`src/design/lbs_pkg.sv`:
```
// Shared constants, codes and control structs of the light map box smoother.
`timescale 1ns / 1ps

package lbs_pkg;

  localparam int unsigned DefMaxMapSize  = 1024;
  localparam int unsigned DefChannelBits = 16;

  localparam int unsigned MapSizeW   = 11;
  localparam int unsigned PassCountW = 2;
  localparam int unsigned CfgIdxW    = 4;
  localparam int unsigned CfgDataW   = 11;

  localparam logic [MapSizeW-1:0]   MapSizeRst   = MapSizeW'(256);
  localparam logic [PassCountW-1:0] PassCountRst = PassCountW'(2);

  localparam logic [CfgIdxW-1:0] RegMapSize   = CfgIdxW'(0);
  localparam logic [CfgIdxW-1:0] RegPassCount = CfgIdxW'(1);

  typedef enum logic [2:0] {
    DIV1,
    DIV2,
    DIV3,
    DIV4,
    DIV6,
    DIV9
  } div_e;

  typedef struct packed {
    logic clr;
    logic rd;
    logic upd;
    logic col;
    logic sum;
    logic mul;
    logic fin;
  } pass_cmd_t;

  typedef struct packed {
    logic tail;
    logic emit;
    logic last;
  } pass_stat_t;

  typedef struct packed {
    pass_cmd_t p1;
    pass_cmd_t p2;
    logic      p2_from_p1;
    logic      out_load;
    logic      out_sel;
    logic      in_ready;
  } ctrl_cmd_t;

  typedef struct packed {
    logic       in_valid;
    logic       in_drain;
    logic       two;
    logic       cfg_clr;
    logic       out_free;
    pass_stat_t p1;
    pass_stat_t p2;
  } ctrl_stat_t;

endpackage

```
`src/design/lbs_ctrl.sv`:
```
// Sequencing state machine: routes words through one or two passes and loads the output.
`timescale 1ns / 1ps

module lbs_ctrl import lbs_pkg::*; (
  input  logic       clk_i,
  input  logic       rst_ni,
  input  ctrl_stat_t stat_i,
  output ctrl_cmd_t  cmd_o
);

  typedef enum logic [8:0] {
    S_IDLE = 9'b000000001,
    S_RD   = 9'b000000010,
    S_UPD  = 9'b000000100,
    S_COL  = 9'b000001000,
    S_SUM  = 9'b000010000,
    S_MUL  = 9'b000100000,
    S_FIN  = 9'b001000000,
    S_DEC  = 9'b010000000,
    S_HOLD = 9'b100000000
  } state_e;

  state_e    state_q, state_d;
  logic      cur_q, cur_d;
  logic      src_q, src_d;
  logic      osel_q, osel_d;
  pass_cmd_t step;
  logic      load;

  always_comb begin
    state_d = state_q;
    cur_d   = cur_q;
    src_d   = src_q;
    osel_d  = osel_q;
    load    = 1'b0;
    unique case (state_q)
      S_IDLE: begin
        if (stat_i.in_valid) begin
          if (!stat_i.in_drain || stat_i.p1.tail) begin
            cur_d   = 1'b0;
            state_d = S_RD;
          end else if (stat_i.two && stat_i.p2.tail) begin
            cur_d   = 1'b1;
            src_d   = 1'b0;
            state_d = S_RD;
          end
        end
      end
      S_RD:  state_d = S_UPD;
      S_UPD: state_d = S_COL;
      S_COL: state_d = S_SUM;
      S_SUM: state_d = S_MUL;
      S_MUL: state_d = S_FIN;
      S_FIN: state_d = S_DEC;
      S_DEC: begin
        if (!cur_q) begin
          if (!stat_i.p1.emit) begin
            state_d = S_IDLE;
          end else if (stat_i.two) begin
            cur_d   = 1'b1;
            src_d   = 1'b1;
            state_d = S_RD;
          end else begin
            osel_d  = 1'b0;
            state_d = S_HOLD;
          end
        end else begin
          osel_d  = 1'b1;
          state_d = stat_i.p2.emit ? S_HOLD : S_IDLE;
        end
      end
      S_HOLD: begin
        if (stat_i.out_free) begin
          load    = 1'b1;
          state_d = S_IDLE;
        end
      end
      default: state_d = S_IDLE;
    endcase
  end

  always_ff @(posedge clk_i or negedge rst_ni) begin
    if (!rst_ni) begin
      state_q <= S_IDLE;
      cur_q   <= 1'b0;
      src_q   <= 1'b0;
      osel_q  <= 1'b0;
    end else begin
      state_q <= state_d;
      cur_q   <= cur_d;
      src_q   <= src_d;
      osel_q  <= osel_d;
    end
  end

  always_comb begin
    step     = '0;
    step.rd  = (state_q == S_RD);
    step.upd = (state_q == S_UPD);
    step.col = (state_q == S_COL);
    step.sum = (state_q == S_SUM);
    step.mul = (state_q == S_MUL);
    step.fin = (state_q == S_FIN);

    cmd_o            = '0;
    cmd_o.p1         = cur_q ? '0 : step;
    cmd_o.p2         = cur_q ? step : '0;
    cmd_o.p1.clr     = stat_i.cfg_clr;
    cmd_o.p2.clr     = stat_i.cfg_clr;
    cmd_o.p2_from_p1 = src_q;
    cmd_o.out_load   = load;
    cmd_o.out_sel    = osel_q;
    cmd_o.in_ready   = (state_q == S_IDLE);
  end

endmodule

```
`config.mk`:
```
export PLATFORM = sky130hd
export DESIGN_NAME = lbs_ctrl
export DESIGN_NICKNAME = d
export VERILOG_FILES = /design/src/design/lbs_pkg.sv /design/src/design/lbs_ctrl.sv
export SDC_FILE = /design/constraint.sdc
export NUM_CORES = 1
export LEC_CHECK = 0
export ABC_AREA = 0
export BUFFER_PORTS_ARGS = -buffer_cell sky130_fd_sc_hd__buf_2
export CORE_MARGIN = 1
export CORE_UTILIZATION = 53
export DETAILED_ROUTE_END_ITERATION = 8
export GPL_TIMING_DRIVEN = 0
export PLACE_DENSITY = 0.83
export SLEW_MARGIN = 5
export SYNTH_ARGS = -nofsm -noshare
export SYNTH_HDL_FRONTEND = slang
export SYNTH_SLANG_ARGS = --single-unit
```
`constraint.sdc`:
```
create_clock -name clk_i -period 3.05 [get_ports clk_i]
set_input_delay 0.61 -clock clk_i [delete_from_list [all_inputs] [get_ports clk_i]]
set_output_delay 0.61 -clock clk_i [all_outputs]
set_load 0.01 [all_outputs]
```
==> results of run 1 <==
## synth_stat cells (2+ instances only)
master	instances
a21oi_1	4
inv_1	2
a31oi_1	2
xor2_1	2
nor4_1	2
dfrtp_1	11
nor3_1	4
and2_1	7
o21ai_0	3
nor4_4	2
nand2_1	3
nand2b_1	4
or3_4	2
a22o_1	2
buf_4	5
clkbuf_1	4
nor2b_1	8
nor4b_4	3
## routing by layer
metal / wire length, microns / global-route usage [%]
met5: 0 / 0
met2: 982 / 40.3
met4: 35 / 9.09
met1: 938 / 29.4
met3: 46 / 2.92
## placed cells by master, fill, tap and decap left out, types with 3 or more instances in the layout
cell      Yosys  layout
buf_2         1      28
o21ai_0       3       3
nand2_1       3       3
and2_1        7       7
buf_4         5       5
clkbuf_1      4       4
nor4b_4       3       3
nor3_1        4       4
dfrtp_1      11      11
nand2b_1      4       4
a21oi_1       4       4
clkbuf_4      0       3
nor2b_1       8       8
## logic make-up (layout without fill, tap and decap cells)
| kind of cell | count (synthesis) | after routing | share of synthesized area [%] |
|---|---|---|---|
| muxes | 1 | 1 | 1.08 |
| and+or+nand+nor | 45 | 45 | 42.2 |
| AOI/OAI and AO/OA | 20 | 20 | 14.2 |
| xor gates and xnor gates | 2 | 2 | 1.88 |
| buffers and inverters | 13 | 44 | 8.20 |
| DFF | 12 | 12 | 32.4 |
## worst max path at each step
stage / start / to / slack [ns]
3_3_place_gp: state_q[7]$_DFFE_PN0P_ / cmd_o[6] / 0.78
5_1_grt: state_q[1]$_DFFE_PN0P_ / cmd_o[4] / 0.37
3_5_place_dp: state_q[7]$_DFFE_PN0P_ / cmd_o[6] / 0.74
4_1_cts: state_q[7]$_DFFE_PN0P_ / cmd_o[6] / 0.44
2_1_floorplan: state_q[7]$_DFFE_PN0P_ / cmd_o[12] / 0.89
6_report: state_q[7]$_DFFE_PN0P_ / cmd_o[6] / 0.45
## layout make-up
type / instances / area [sq um] / area share, %
Inverter: 2 / 7.51 / 0.669
Multi-Input combinational cell: 68 / 553 / 49.3
Clock buffer: 4 / 36.3 / 3.23
Buffer: 11 / 68.8 / 6.13
Timing Repair Buffer: 27 / 135 / 12.0
Tap cell: 16 / 20.0 / 1.78
Sequential cell: 12 / 302 / 26.9
## per-stage QoR
stage	instances	hold WS [ns]
4_1_cts	140	0.211
3_3_place_gp	136	0.488
2_1_floorplan	93	0.314
6_report	140	0.203
3_5_place_dp	136	0.497
5_1_grt	140	0.217
## worst register-to-register path, cell delays in order (launching register included)
cell and delay [ns]:
dfrtp_1 0.51, nor3_1 0.28, and4_1 0.22, clkbuf_1 0.29, nand3_1 0.12, a22o_1 0.19
## sequential cells by signal, indices dropped and copies added (netlist names)
signal and flops:
cur_q 1, osel_q 1, src_q 1, state_q 9
## power breakdown
group	internal [mW]	leakage (nW)	switching (mW)
sequential	0.187	0.160	0.0197
clock	0.0725	0.0210	0.0542
combinational	0.127	0.334	0.202
total	0.386	0.516	0.276
==> metrics, run 1 <==
largest net degree at the start of global routing=13; Finished Cell Area=1120 sq um; Antenna Cells=0; Buffers & Inverters on Critical Path=2; Post-Synthesis Cells=93; Hold Buf Count CTS=0; GRT Total Usage=23.2%; Slowest-stage cell, CP=or3_4; detailed placement HPWL=1540 microns; clk_skew=0.00326 ns; WP depth=6; total power=0.662 mW; Vias=811; cell at the root of the clock tree=clkbuf_4; Post-synth EDFFs=0; post-synthesis cell type count=41; leading area contributor after synthesis=dfrtp_1; critical path peak fanout=8; Die X=43.9 microns; global-route wire length before repair=3280 microns; Fin. Hold Viols=0; maximum vdd drop=0.403 mV; reg2reg start=state_q[2]$_DFFE_PN0P_; mean area per synthesized cell=10.0 sq um; num ports=31; clock buffer depth=2; number of CTS-inserted buffers=3; number of DRC violations after detailed-routing iteration 0=10; antenna-violating nets left=0; number of synthesized register bits=12; CTS Sinks=12; CP max stage delay=0.42 ns; Final nets=138; TritonCTS clock tree=built; Die ar.=1930 sq um; vias per cell=5.79; # resized after CTS=0; Worst setup EP type=output port; initial antenna violation count=0; Post-Syn Nets=106; CP Class=flop to output port; final wirelength=2000 microns; Post-synth top flop=dfrtp_1; Final min period=2.60 ns; Initial Utilization=59.0%; Die H=43.9 microns; worst slew pin tran=0.408 ns; Synth Warn #=0; Min-Delay Path Class=primary input to async pin; RePlAce Congestion=0.826; Placeable Area=1580 sq um; Worst setup SP type=flop; fill cell count=127; Crit path max-delay family=simple AND/OR/NAND/NOR gates; Clk Latency, worst-skew pair=0.27 ns; Synth top area share=29.6%; row cnt=14; Final period util=85.3%; Reg2Reg Setup Slack=1.34 ns; final core utilization=71.2%; status=completed; layout overhead on the synthesized area=20.6%; WP data required=2.44 ns; GRT overflow=0; worst reg2reg endpoint=osel_q$_DFFE_PN0P_; Clock transition at path regs=0.08 ns; Pins Over Slew Limit=0; Max Clk Rate=384 MHz; number of port buffers=27; R2R cell count=5; unrepaired setup endpoints after global routing=no; Routed WL per cell=14.3 microns; final setup fails=0; crit-path cells=buf_6, or3_4, nand2b_4, nor4b_4, and2_1, buf_2; ratio of cells with drive above 1 in the final layout=40.3%; sequential-to-total area share from yosys stat=32.4%; DR pass1 iterations=6; Power Density=590 nW/um^2; DRC Markers=0; DP Worst Slack=0.740 ns; crit path DAT=1.99 ns; asr flop ratio synth=100%; Setup WS post-layout=0.447 ns; synth top area cells=dfrtp_1 30%, nor4b_4 7.7%, nor2b_1 5.4%; number of global-route vias before repair=755; Post-Syn Area=931 sq um; Slew headroom=72.6%; total leakage power=0.516 nW; H-Tree Depth=1; setup_tns=0 ns; Placed Instance Area=1090 sq um; Max Cap Viol=0; post-CTS setup buffers=0
Note: power is estimated with default switching activity, not from simulation.
==> run 2: changes to the inputs <==
- CORE_UTILIZATION: 53 -> 35
- PLACE_DENSITY: 0.83 -> default
- clock period: 3.05 -> 3.3 ns (I/O delays scaled with it)
==> run 2 against run 1 <==
Via count shrank 1.4%. Flip-flop and latch count is the same. Power shrank 8.8%. Worst hold slack gained 0.043 ns.
==> metrics, run 2 (same netlist as run 1, synthesis figures left out) <==
max FFs per register=9; TritonCTS clock tree=built; CP max stage delay=0.41 ns; Sequential Power Share=31.4%; Fin. Hold Viols=0; WP data required=2.64 ns; number of CTS-inserted buffers=3; P_sw=0.247 mW; Power Density=530 nW/um^2; maximum vdd drop=0.278 mV; CTS Sinks=12; setup_tns=0 ns; clock share of power=19.8%; Final period util=80.3%; detailed placement HPWL=1480 microns; Vias=800; Comb power frac=48.7%; # resized after CTS=0; number of port buffers=27; Crit path max-delay family=simple AND/OR/NAND/NOR gates; Sw Ratio=40.9%; vias per cell=5.19; Min-Delay Path Class=primary input to async pin; largest net degree at the start of global routing=13; critical path peak fanout=8; Worst setup SP type=flop; cell at the root of the clock tree=clkbuf_4; initial antenna violation count=0; CP Class=flop to output port; Final nets=138; worst slew pin tran=0.374 ns; Setup WS post-layout=0.652 ns; final wirelength=1920 microns; Max Clk Rate=378 MHz; Worst setup EP type=output port; Final min period=2.65 ns; Pins Over Slew Limit=0; total leakage power=0.516 nW; Max Cap Viol=0; most frequent cells in the layout=28 x buf_2, 11 x dfrtp_1, 8 x nor2b_1, 7 x and2_1, 5 x buf_4; Initial Utilization=37.2%; DRC Markers=0; clk_skew=0.00213 ns; post-CTS setup buffers=0; ratio of cells with drive above 1 in the final layout=40.3%; Antenna Cells=0; DR pass1 iterations=4; Largest Register=state_q; GRT overflow=0; Placeable Area=2500 sq um; Die X=53.6 microns; GRT Total Usage=15.6%; crit-path cells=buf_2, nor3_2, nand2_1, nor4b_2, nor2b_1, buf_2; Buffers & Inverters on Critical Path=2; Clk Latency, worst-skew pair=0.28 ns; status=completed; Hold Buf Count CTS=0; Slew headroom=74.8%; Die H=53.6 microns; layout overhead on the synthesized area=22.4%; final setup fails=0; most common cell after layout, fill and taps aside=buf_2; number of global-route vias before repair=691; global-route wire length before repair=3150 microns; num ports=31; Routed WL per cell=12.4 microns; number of DRC violations after detailed-routing iteration 0=10; Clock transition at path regs=0.08 ns; Die ar.=2870 sq um; row cnt=18; clock buffer depth=2; crit path DAT=1.99 ns; Cell Int Power=0.357 mW; antenna-violating nets left=0; unrepaired setup endpoints after global routing=no; RePlAce Congestion=0.741; Top cell by count, worst path=buf_2; Slowest-stage cell, CP=nor4b_2; DP Worst Slack=0.950 ns; H-Tree Depth=1
==> run 2: per-layer routing <==
layer  share of wire [%]  routed length [microns]  track usage [%]  vias up
met4                 2.3                       44             9.21        0
li1                    -                        -                -      397
met3                 4.9                       94             1.69        5
met5                   0                        0                0        -
met1                  48                      922             22.2      370
met2                  45                      853             22.7       28
==> run 2: stage by stage <==
stage,hold slack (ns),std cells,area (sq um),total power [mW],utilization [%]
finish,0.246,154,1140,0.604,45.6
CTS,0.252,154,1140,0.612,45.6
floorplan,0.364,93,931,0.421,-
global placement,0.490,150,1100,0.484,44.1
global route,0.264,154,1140,0.643,45.6
detailed placement,0.495,150,1100,0.490,44.1
==> run 2: power by group through the flow <==
stage	logic (mW)	registers [mW]	clock network [mW]
final	0.294	0.190	0.120
after global routing	0.323	0.195	0.125
after CTS	0.298	0.191	0.123
after detailed placement	0.297	0.193	0
after global placement	0.292	0.193	0
after floorplan	0.231	0.189	0
==> run 2: path summary, 6_finish.rpt <==
check | startpoint | end | slack (ns) | cells after the start
max | state_q[0]$_DFFE_PN1P_ | cmd_o[11] | 0.65 | 6
min | rst_ni | state_q[5]$_DFFE_PN0P_ | 0.25 | 1
max reg2reg | state_q[0]$_DFFE_PN1P_ | cur_q$_DFFE_PN0P_ | 1.57 | 6
min reg2reg | osel_q$_DFFE_PN0P_ | osel_q$_DFFE_PN0P_ | 0.52 | 1
max in group asynchronous | rst_ni | state_q[0]$_DFFE_PN1P_ | 2.78 | 1
min in group clk_i | osel_q$_DFFE_PN0P_ | osel_q$_DFFE_PN0P_ | 0.52 | 1
==> run 2: area by class of cell <==
cell class	count	area (sq um)
clock buffers	4	36.3
plain buffers	11	68.8
repair buffers	27	135
inverters	2	7.51
fillers	249	1360
well taps	30	37.5
multi-input cells	68	553
flip-flops and latches	12	302
